===== config.mk =====
export PLATFORM = sky130hd
export DESIGN_NAME = shuffled_rotation_index
export DESIGN_NICKNAME = d
export VERILOG_FILES = /design/src/sri_pkg.sv /design/src/sri_div.sv /design/src/shuffled_rotation_index.sv
export SDC_FILE = /design/constraint.sdc
export NUM_CORES = 2
export LEC_CHECK = 0
export BUFFER_PORTS_ARGS = -buffer_cell sky130_fd_sc_hd__buf_2
export CAP_MARGIN = 30
export CORE_MARGIN = 4
export CORE_UTILIZATION = 60
export DETAILED_ROUTE_END_ITERATION = 16
export PLACE_DENSITY = 0.85
export SLEW_MARGIN = 20
export SYNTH_ARGS = -nofsm -noshare
export SYNTH_HDL_FRONTEND = slang
export SYNTH_SLANG_ARGS = --single-unit

===== constraint.sdc =====
create_clock -name clk_i -period 29.4 [get_ports clk_i]
set_input_delay 2.94 -clock clk_i [delete_from_list [all_inputs] [get_ports clk_i]]
set_output_delay 2.94 -clock clk_i [all_outputs]
set_load 0.05 [all_outputs]

===== src/sri_pkg.sv =====
// Package: constants, types and the hash helper for the shuffled rotation index.
package sri_pkg;

  localparam int unsigned MaxSlots       = 16;
  localparam int unsigned DailyMinutes   = 1440;
  localparam int unsigned DailyStartHour = 4;
  localparam int unsigned SlotW          = $clog2(MaxSlots);
  localparam int unsigned CntW           = $clog2(MaxSlots + 1);

  localparam logic [31:0] DailyEdge  = 32'(DailyStartHour * 60);
  localparam logic [31:0] MixMulA    = 32'h7FEB352D;
  localparam logic [31:0] MixMulB    = 32'h846CA68B;
  localparam logic [31:0] SeedMul    = 32'h9E3779B9;
  localparam logic [31:0] SeedAdd    = 32'h5BD1E995;
  localparam logic [31:0] SeedZeroFx = 32'h01234567;

  localparam logic [1:0] RegSlotCount = 2'd0;
  localparam logic [1:0] RegInterval  = 2'd1;
  localparam logic [1:0] RegShuffle   = 2'd2;

  typedef enum logic [4:0] {
    StIdle, StDiv, StDivDone, StSeedMul, StMix0, StMixMul1, StMix1, StMixMul2,
    StMix2, StInit, StXs, StMod, StSwap, StPrevDone, StPick, StOut
  } state_e;

  // Request to the shared restoring divider.
  typedef struct packed {
    logic        start;
    logic [31:0] dividend;
    logic [31:0] divisor;
  } div_req_t;

  typedef struct packed {
    logic        busy;
    logic [31:0] quot;
    logic [31:0] rem;
  } div_rsp_t;

  function automatic logic [31:0] xs32(input logic [31:0] v);
    logic [31:0] a, b;
    a = v ^ (v << 13);
    b = a ^ (a >> 17);
    return b ^ (b << 5);
  endfunction

endpackage


===== src/sri_div.sv =====
// Shared 32-bit restoring divider, one quotient bit per cycle.
module sri_div (
  input  logic             clk_i,
  input  logic             rst_ni,
  input  sri_pkg::div_req_t req_i,
  output sri_pkg::div_rsp_t rsp_o
);
  import sri_pkg::*;

  logic [31:0] quot_q, quot_d, rem_q, rem_d, dvs_q, dvs_d;
  logic [5:0]  cnt_q, cnt_d;
  logic        busy_q, busy_d;
  logic [32:0] trial;

  always_comb begin
    quot_d = quot_q;
    rem_d  = rem_q;
    dvs_d  = dvs_q;
    cnt_d  = cnt_q;
    busy_d = busy_q;
    trial  = {rem_q, quot_q[31]} - {1'b0, dvs_q};
    if (req_i.start) begin
      quot_d = req_i.dividend;
      rem_d  = '0;
      dvs_d  = req_i.divisor;
      cnt_d  = 6'd32;
      busy_d = 1'b1;
    end else if (busy_q) begin
      // Shift in one dividend bit, subtract when it fits.
      if (!trial[32]) begin
        rem_d = trial[31:0];
      end else begin
        rem_d = {rem_q[30:0], quot_q[31]};
      end
      quot_d = {quot_q[30:0], ~trial[32]};
      cnt_d  = cnt_q - 6'd1;
      busy_d = (cnt_q != 6'd1);
    end
  end

  // rem_q can reach 33 bits transiently only if divisor is 0; never issued.
  always_ff @(posedge clk_i or negedge rst_ni) begin
    if (!rst_ni) begin
      busy_q <= 1'b0;
      cnt_q  <= '0;
    end else begin
      busy_q <= busy_d;
      cnt_q  <= cnt_d;
    end
  end

  always_ff @(posedge clk_i) begin
    quot_q <= quot_d;
    rem_q  <= rem_d;
    dvs_q  <= dvs_d;
  end

  assign rsp_o.busy = busy_q;
  assign rsp_o.quot = quot_q;
  assign rsp_o.rem  = rem_q;

endmodule


===== src/shuffled_rotation_index.sv =====
// Top level: stream wrapper and sequencer of the shuffled rotation index.
//
//  channel | dir | contents
//  s_axis  | in  | tdata[31:0] now_minutes, [47:32] step_offset
//  m_axis  | out | tdata[3:0] slot_index, [7:4] zero
//  cfg     | in  | cfg_addr_i register index, cfg_data_i value
//
// The shared divider serves every division; each pass waits until it is idle.
// A word takes one pass through it when the interval is zero or
// the daily edge is not reached yet, two passes in sequential mode otherwise.
// Shuffled mode with 16 slots builds up to two rounds, each with a hash of the
// round number and 15 shuffle steps, and one round check, then the pick.
// Reset clears the registers to 0 and the sequencer to idle.
// s_axis_tready is low while a word is in work or its result waits.
module shuffled_rotation_index (
  input  logic        clk_i,
  input  logic        rst_ni,
  input  logic        s_axis_tvalid,
  output logic        s_axis_tready,
  input  logic [47:0] s_axis_tdata,   // now_minutes[31:0], step_offset[47:32]
  output logic        m_axis_tvalid,
  input  logic        m_axis_tready,
  output logic [7:0]  m_axis_tdata,   // slot_index[3:0], zero fill[7:4]
  input  logic        cfg_valid_i,
  output logic        cfg_ready_o,
  input  logic [1:0]  cfg_addr_i,
  input  logic [15:0] cfg_data_i
);
  import sri_pkg::*;

  logic [7:0]  slot_count_q;
  logic [15:0] interval_q;
  logic        shuffle_q;

  state_e      state_q, state_d;
  logic [31:0] k_q, k_d, rnd_q, rnd_d, st_q, st_d, tmp_q, tmp_d;
  logic [SlotW-1:0] pos_q, pos_d, i_q, i_d, last_q, last_d, res_q, res_d;
  logic [CntW-1:0]  n_q, n_d;
  logic        prev_q, prev_d;   // high while building the previous round
  logic [15:0] shake_q, shake_d;
  logic [SlotW-1:0] perm_q [MaxSlots];
  logic [SlotW-1:0] perm_d [MaxSlots];
  logic        out_v_q, out_v_d;
  div_req_t    dreq;
  div_rsp_t    drsp;
  logic [31:0] now_w, pc, mul_a, mul_b, mul_p;
  logic [SlotW-1:0] j, ti;

  sri_div u_div (.clk_i, .rst_ni, .req_i(dreq), .rsp_o(drsp));

  assign cfg_ready_o   = 1'b1;
  assign s_axis_tready = (state_q == StIdle) && !out_v_q;
  assign m_axis_tvalid = out_v_q;
  assign m_axis_tdata  = {{(8 - SlotW){1'b0}}, res_q};
  assign now_w         = s_axis_tdata[31:0];

  // Shared 32x32 multiplier, registered into tmp.
  assign mul_p = mul_a * mul_b;

  always_ff @(posedge clk_i or negedge rst_ni) begin
    if (!rst_ni) begin
      slot_count_q <= '0;
      interval_q   <= '0;
      shuffle_q    <= 1'b0;
    end else if (cfg_valid_i) begin
      case (cfg_addr_i)
        RegSlotCount: slot_count_q <= cfg_data_i[7:0];
        RegInterval:  interval_q   <= cfg_data_i;
        RegShuffle:   shuffle_q    <= cfg_data_i[0];
        default: ;
      endcase
    end
  end

  always_comb begin
    state_d = state_q;
    k_d = k_q; rnd_d = rnd_q; st_d = st_q; tmp_d = tmp_q;
    pos_d = pos_q; i_d = i_q; last_d = last_q; res_d = res_q;
    n_d = n_q; prev_d = prev_q; shake_d = shake_q;
    perm_d = perm_q;
    out_v_d = out_v_q && !m_axis_tready;
    dreq = '0;
    mul_a = st_q; mul_b = MixMulA;
    pc = '0;
    j  = drsp.rem[SlotW-1:0];
    ti = perm_q[i_q];
    case (state_q)
      StIdle: begin
        if (s_axis_tvalid && s_axis_tready) begin
          shake_d = s_axis_tdata[47:32];
          n_d = (slot_count_q > 8'(MaxSlots)) ? CntW'(MaxSlots) : CntW'(slot_count_q);
          if (slot_count_q == 8'd0) begin
            res_d = '0;
            state_d = StOut;
          end else if (interval_q == 16'd0) begin
            k_d = {16'd0, s_axis_tdata[47:32]};
            state_d = StDivDone;
            dreq.start = 1'b1; dreq.dividend = k_d;
            dreq.divisor = {{(32 - CntW){1'b0}}, n_d};
          end else if (interval_q == 16'(DailyMinutes)) begin
            if (now_w < DailyEdge) begin
              k_d = {16'd0, s_axis_tdata[47:32]};
              state_d = StDivDone;
              dreq.start = 1'b1; dreq.dividend = k_d;
              dreq.divisor = {{(32 - CntW){1'b0}}, n_d};
            end else begin
              rnd_d = 32'd1;   // marks the +1 of the daily count
              state_d = StDiv;
              dreq.start = 1'b1; dreq.dividend = now_w - DailyEdge;
              dreq.divisor = 32'(DailyMinutes);
            end
          end else begin
            rnd_d = 32'd0;
            state_d = StDiv;
            dreq.start = 1'b1; dreq.dividend = now_w;
            dreq.divisor = {16'd0, interval_q};
          end
        end
      end
      StDiv: begin
        if (!drsp.busy) begin
          pc = drsp.quot + rnd_q;
          k_d = pc + {16'd0, shake_q};
          dreq.start = 1'b1; dreq.dividend = k_d;
          dreq.divisor = {{(32 - CntW){1'b0}}, n_q};
          state_d = StDivDone;
        end
      end
      StDivDone: begin
        if (!drsp.busy) begin
          pos_d = drsp.rem[SlotW-1:0];
          rnd_d = drsp.quot;
          if (!shuffle_q || n_q <= CntW'(2)) begin
            res_d = drsp.rem[SlotW-1:0];
            state_d = StOut;
          end else begin
            // Build the previous round first when there is one.
            prev_d = (drsp.quot != 32'd0);
            state_d = StSeedMul;
          end
        end
      end
      StSeedMul: begin
        mul_a = prev_q ? rnd_q - 32'd1 : rnd_q; mul_b = SeedMul;
        tmp_d = mul_p + SeedAdd;
        state_d = StMix0;
      end
      StMix0: begin
        st_d = tmp_q ^ (tmp_q >> 16);
        state_d = StMixMul1;
      end
      StMixMul1: begin
        mul_a = st_q; mul_b = MixMulA;
        tmp_d = mul_p;
        state_d = StMix1;
      end
      StMix1: begin
        st_d = tmp_q ^ (tmp_q >> 15);
        state_d = StMixMul2;
      end
      StMixMul2: begin
        mul_a = st_q; mul_b = MixMulB;
        tmp_d = mul_p;
        state_d = StMix2;
      end
      StMix2: begin
        st_d = tmp_q ^ (tmp_q >> 16);
        if (st_d == 32'd0) st_d = SeedZeroFx;
        state_d = StInit;
      end
      StInit: begin
        for (int e = 0; e < MaxSlots; e++) perm_d[e] = SlotW'(e);
        i_d = SlotW'(n_q - CntW'(1));
        state_d = StXs;
      end
      StXs: begin
        // Advance the generator and reduce it modulo i+1.
        st_d = xs32(st_q);
        dreq.start = 1'b1; dreq.dividend = st_d;
        dreq.divisor = {{(32 - SlotW){1'b0}}, i_q} + 32'd1;
        state_d = StMod;
      end
      StMod: begin
        if (!drsp.busy) begin
          perm_d[i_q] = perm_q[j];
          perm_d[j]   = ti;
          state_d = StSwap;
        end
      end
      StSwap: begin
        i_d = i_q - SlotW'(1);
        state_d = (i_q == SlotW'(1)) ? StPrevDone : StXs;
      end
      StPrevDone: begin
        if (prev_q) begin
          // Hold the last entry of the previous round, then build the current one.
          last_d = perm_q[SlotW'(n_q - CntW'(1))];
          prev_d = 1'b0;
          state_d = StSeedMul;
        end else begin
          state_d = StPick;
        end
      end
      StPick: begin
        if (rnd_q != 32'd0 && perm_q[0] == last_q) begin
          res_d = (pos_q == SlotW'(0)) ? perm_q[1] :
                  (pos_q == SlotW'(1)) ? perm_q[0] : perm_q[pos_q];
        end else begin
          res_d = perm_q[pos_q];
        end
        state_d = StOut;
      end
      StOut: begin
        if (!out_v_q) begin
          out_v_d = 1'b1;
          state_d = StIdle;
        end
      end
      default: state_d = StIdle;
    endcase
  end

  always_ff @(posedge clk_i or negedge rst_ni) begin
    if (!rst_ni) begin
      state_q <= StIdle;
      out_v_q <= 1'b0;
      prev_q  <= 1'b0;
      i_q     <= '0;
    end else begin
      state_q <= state_d;
      out_v_q <= out_v_d;
      prev_q  <= prev_d;
      i_q     <= i_d;
    end
  end

  always_ff @(posedge clk_i) begin
    k_q <= k_d; rnd_q <= rnd_d; st_q <= st_d; tmp_q <= tmp_d;
    pos_q <= pos_d; last_q <= last_d; res_q <= res_d;
    n_q <= n_d; shake_q <= shake_d;
    perm_q <= perm_d;
  end

endmodule


# == Word level (Yosys, flattened, before mapping) ==
# Cells that the tools add are included.
# totals
regBits,332
latchBits,0
ram_bits,0
rom_bits,0
output_inout_bits,11
n_memories,0
# classes
n_addsub,10
n_mul,1
div,0
order_cmp,9
n_eq_ne,33
shifts,0
muxes,75
bitwise,11
reduce_logical,38
# ops
operator,count
32-bit two-way mux,12
65-bit two-way mux,5
65-bit one-hot mux with 3 select lines,1
32-bit one-hot mux with 2 select lines,3
64-bit bitwise mux,2
64-bit two-way mux,2
32-bit one-hot mux with 4 select lines,1
64-bit one-hot mux with 2 select lines,1
5-bit one-hot mux with 16 select lines,1
4-bit two-way mux,19
4-bit binary-select mux with 4-bit select,4
32-bit nonzero test,2
32-bit XOR,2
5-bit two-way mux,9
"5-bit by 4-bit == test with 1-bit output, second input constant",8
33-bit by 32-bit subtractor with 33-bit output,1
32-bit by 16-bit adder with 32-bit output,1
"32-bit by 31-bit adder with 32-bit output, second input constant",1
32-bit adder,1
4-bit demux with 4-bit select,2
32-bit zero test,1
"32-bit by 8-bit less-than comparator with 1-bit output, second input constant",1
32-bit by 32-bit multiplier with 32-bit output,1
"32-bit by 1-bit subtractor with 32-bit output, second input constant",1
other kinds (48),95

# == Depth between registers and ports, before layout ==
# depth
word_depth,9
ltp_mapped,38
depth_no_buf,37

# == Modules after synthesis ==
# From an unflattened synthesis, not the netlist that was laid out.
# hier_totals
cells_unflattened,3888
hier_area_um2,37921.4
# modules_own_cells
mod,n_inst,cells_each,area_per_inst_um2
shuffled_rotation_index,1,3274,31815.5
sri_div,1,614,6105.9

# == Worst setup path before layout ==
# OpenSTA, ideal clock, no wires.
# synth_timing
kind,reg2reg
start,reg rnd_q[8]
end,reg tmp_q[31] (data pin)
setup_time_ps,268
t_arrival_ps,9736
path_slack_ps,19396
stages_incl_launch_ff,34
n_path_buf,0
synth_period_minus_slack_ps,10004
path_cell_list,edfxtp_1 -> or4_4 -> or3_4 -> nor3_4 -> nand2_1 -> xor2_1 -> nor2_1 -> a21oi_1 -> nor2_1 -> fa_1 -> fa_1 -> inv_1 -> fa_1 -> fa_1 -> inv_1 -> fa_1 -> inv_1 -> fa_1 -> inv_1 -> fa_1 -> fa_1 -> ha_1 -> and3_1 -> a31oi_1 -> o21ai_0 -> or3_1 -> o21ai_1 -> a21oi_1 -> or3_1 -> a211oi_1 -> nor2b_1 -> a311o_1 -> a22oi_1 -> xnor3_1
# synth_via
elab_chain_cells,6
# synth_lines
item,line_no,text
start: declaration,shuffled_rotation_index.sv:36,"logic [31:0] k_q, k_d, rnd_q, rnd_d, st_q, st_d, tmp_q, tmp_d;"
start signal: assignment,shuffled_rotation_index.sv:238,k_q <= k_d; rnd_q <= rnd_d; st_q <= st_d; tmp_q <= tmp_d;
32-bit by 1-bit subtractor with 32-bit output,shuffled_rotation_index.sv:144,mul_a = prev_q ? rnd_q - 32'd1 : rnd_q; mul_b = SeedMul;
32-bit two-way mux (*),shuffled_rotation_index.sv:144,
32-bit two-way mux (*),shuffled_rotation_index.sv:87,case (state_q)
32-bit by 32-bit multiplier with 32-bit output (*),shuffled_rotation_index.sv:58,assign mul_p = mul_a * mul_b;
32-bit by 31-bit adder with 32-bit output,shuffled_rotation_index.sv:145,tmp_d = mul_p + SeedAdd;
32-bit one-hot mux with 2 select lines (*),shuffled_rotation_index.sv:87,
named net tmp_d[31],shuffled_rotation_index.sv:36,
end signal: assignment,shuffled_rotation_index.sv:238,
end: declaration,shuffled_rotation_index.sv:36,
# Mark *: on every way through the listed nets, which the timed path passes. The rest lies on a longest branch.
# A chain may end at the register's enable or synchronous reset.

# == Worst setup path after layout ==
# Ends and elaborated chain as after synthesis.

==> results.rst <==
.. list-table::
   :header-rows: 1

   * - Metric
     - Value
   * - Die span in x
     - 252 um
   * - Vias in the first global route
     - ~29,000
   * - Number of buffers inserted by hold repair at cts
     - 0
   * - Post-detailed-routing wire length
     - roughly 110 mm
   * - Number of synthesized register bits
     - 315
   * - Maximum number of pins on one net before global-route repair
     - 65
   * - Post-route clock skew
     - 0.0254 ns
   * - Number of flops mapped to enable cells by yosys
     - 241
   * - Overall overflow remaining after global route
     - 0
   * - Most frequent cells after synthesis
     - sky130_fd_sc_hd__inv_1 (503), sky130_fd_sc_hd__fa_1 (390), sky130_fd_sc_hd__nand2_1 (332), sky130_fd_sc_hd__nor2_1 (262), sky130_fd_sc_hd__edfxtp_1 (241)
   * - Worst setup path category
     - flip-flop to flip-flop
   * - Count of endpoints failing hold in the final timing report
     - 0
   * - Req. time, crit path
     - 29.68 ns
   * - Number of levels the H-tree was split into
     - 2
   * - Arrival time of data at the critical path endpoint
     - 11.28 ns
   * - HPWL after detailed placement
     - 86.2 mm
   * - Syn-to-layout area delta
     - 6.64%
   * - Clock-pin slew reported for the worst setup and hold paths after clock tree synthesis
     - 0.07 ns
   * - Achievable frequency
     - 0.0909 GHz
   * - Gate count after technology mapping
     - about 3,600
   * - Clock buffer depth
     - 3
   * - Worst relative slew slack
     - 27.7%
   * - Number of antenna violations at the first check in global routing
     - 1
   * - Detailed router's first-iteration violation count
     - ~3,800
   * - Number of slew-limit violations in the final report
     - 0
   * - Number of gates resized after cts
     - 0
   * - Final-report setup violation count
     - 0
   * - Clock sink count
     - 315
   * - Antenna Violating Nets Remaining
     - 0
   * - Most used flip-flop cell after synthesis
     - sky130_fd_sc_hd__edfxtp_1
   * - CP Launch Type
     - flip-flop
   * - Weighted congestion reported at the end of routability-driven placement
     - 1.04
   * - Antenna cells
     - 0
   * - Share of the synthesized area in the top cell type
     - ~22%
   * - Global-route wire length before repair
     - 168 mm
   * - Number of distinct library cells after synthesis
     - 89
   * - # port buffers
     - 76
   * - Post-Route Setup TNS
     - 0 ns
   * - Fin crit period
     - roughly 11 ns
   * - Clock latency at the later pin of the worst-skew pair
     - ~0.54 ns
   * - Number of buffers inserted by post-CTS setup repair
     - 0
   * - Transition time at the pin with the least slew margin
     - about 1.1 ns
   * - Result of the run
     - complete, no violations
   * - Post-route DRC
     - 0
   * - Global-route usage over all layers
     - 34.2%
   * - Reg-to-reg setup timing slack
     - 18.40 ns
   * - Slowest CP cell
     - sky130_fd_sc_hd__a21oi_1
   * - Async SR Flop Fraction
     - 13.3%
   * - Detail-routed net length per standard cell
     - between 20 and 25 um
   * - Max-cap viol count
     - 0
   * - Initial cell density of the core
     - 60.6%
   * - Critical path peak fanout
     - 8
   * - Core area
     - 59,000 sq um
   * - Clock tree root buffer cell
     - sky130_fd_sc_hd__clkbuf_16
   * - Mean instance size in the synthesized netlist
     - just under 10 sq um
   * - Number of iterations in the first detailed-routing pass
     - 6
   * - # nets final
     - between 4,000 and 5,000
   * - Final worst path period share
     - 37.4%
   * - Class of the tightest hold or removal check
     - flip-flop to flip-flop
   * - Total die area
     - 63,600 sq um
   * - Count of vias placed by the detailed router
     - slightly below 30,000
   * - Largest cells by area after synthesis
     - sky130_fd_sc_hd__fa_1 (22%), sky130_fd_sc_hd__edfxtp_1 (20%), sky130_fd_sc_hd__ha_1 (8.0%)
   * - Boundary Pins
     - 82
   * - Clock tree from TritonCTS
     - built
   * - Most common cell in the netlist
     - sky130_fd_sc_hd__inv_1
   * - Most repeated library cell on the critical path
     - sky130_fd_sc_hd__fa_1
   * - Mean number of vias per cell
     - 6.51
   * - Post-synth top area cell
     - sky130_fd_sc_hd__fa_1
   * - Y dimension of the die
     - between 200 and 300 um
   * - Sequential element share of the synthesized area
     - 25.0%
   * - Critical Path Max Stage Delay
     - about 0.69 ns
   * - Syn Std Cell Area
     - 35,800 sq um
   * - Number of buffers created by CTS
     - 35
   * - Number of placement rows
     - 89
   * - Unrepaired setup endpoints after global routing
     - no
   * - Yosys warning count
     - 0
   * - Type of destination of the critical path
     - flip-flop
   * - Ratio of cells with drive above 1 in the final layout
     - 9.26%
-- per-layer routing --
layer  vias up  GRT usage (%)  wire length (um)
li1      12432              -                 -
met1     13920           46.0             39900
met2      2072           52.5             48000
met3       433           8.17             13500
met4         2           17.4              7130
met5         -              0                11
-- path summary, 6_finish.rpt --
check                                     start              end  cells past startpoint
worst min register to register  u_div.rem_q[12]  u_div.rem_q[13]                      2
max in group asynchronous                rst_ni     u_div.busy_q                      2
worst max-delay path                   rnd_q[8]        tmp_q[31]                     33
worst max register to register         rnd_q[8]        tmp_q[31]                     33
worst min-delay path            u_div.rem_q[12]  u_div.rem_q[13]                      2
min in group asynchronous                rst_ni    interval_q[4]                      1
-- area by class of cell --
type	instances	area, sq um
Inverter	504	1890
Timing Repair Buffer	124	777
Sequential cell	315	8930
Multi-Input combinational cell	2656	24400
Fill cell	4638	20900
Clock inverter	11	108
Clock buffer	52	1050
Tap cell	773	967
-- critical path, delay by kind of cell, from the launching register on --
kind	cells	cell delay (ns)
DFF	1	0.51
xor gates and xnor gates	2	0.52
adders and majority gates	9	4.36
AOI/OAI and AO/OA	8	2.39
and+or+nand+nor	10	2.74
buffers and inverters	4	0.23
-- placed cells by master (no fill, tap or decap), types with 76 or more instances in the layout --
| master | n |
|---|---|
| sky130_fd_sc_hd__inv_1 | 503 |
| sky130_fd_sc_hd__fa_1 | 390 |
| sky130_fd_sc_hd__nand2_1 | 332 |
| sky130_fd_sc_hd__nor2_1 | 255 |
| sky130_fd_sc_hd__edfxtp_1 | 241 |
| sky130_fd_sc_hd__ha_1 | 229 |
| sky130_fd_sc_hd__xnor2_1 | 197 |
| sky130_fd_sc_hd__o21ai_0 | 188 |
| sky130_fd_sc_hd__a21oi_1 | 136 |
| sky130_fd_sc_hd__xor2_1 | 93 |
| sky130_fd_sc_hd__buf_2 | 79 |
| sky130_fd_sc_hd__mux4_2 | 76 |
-- sequential cells by signal (all words and copies together) (netlist names), 6 cells and up --
| register | count |
|---|---|
| interval_q | 16 |
| perm_q | 64 |
| rnd_q | 32 |
| shake_q | 16 |
| slot_count_q | 8 |
| st_q | 32 |
| tmp_q | 32 |
| u_div.cnt_q | 6 |
| u_div.dvs_q | 16 |
| u_div.quot_q | 32 |
| u_div.rem_q | 32 |
-- stage by stage --
stage	utilization, %	std cells	setup WS, ns	instance area (sq um)	hold slack [ns]
5_1_grt	64.6	4435	17.84	38100	0.524
4_1_cts	64.5	4432	18.46	38100	0.508
2_1_floorplan	-	3630	19.40	35800	0.435
3_3_place_gp	62.4	4361	18.69	36800	0.483
3_5_place_dp	62.6	4369	18.49	36900	0.495
6_report	64.6	4435	18.40	38100	0.509
-- cell families after synthesis --
group,synth area share [%]
AOI/OAI and AO/OA,11.8
other,0.0210
buffers and inverters,7.00
adders and majority gates,29.9
DFF,25.0
xor gates and xnor gates,7.30
and+or+nand+nor,12.5
muxes,6.46
Power is not shown: default switching activity piles up to over one toggle a cycle in this logic, so the estimate is an artifact.
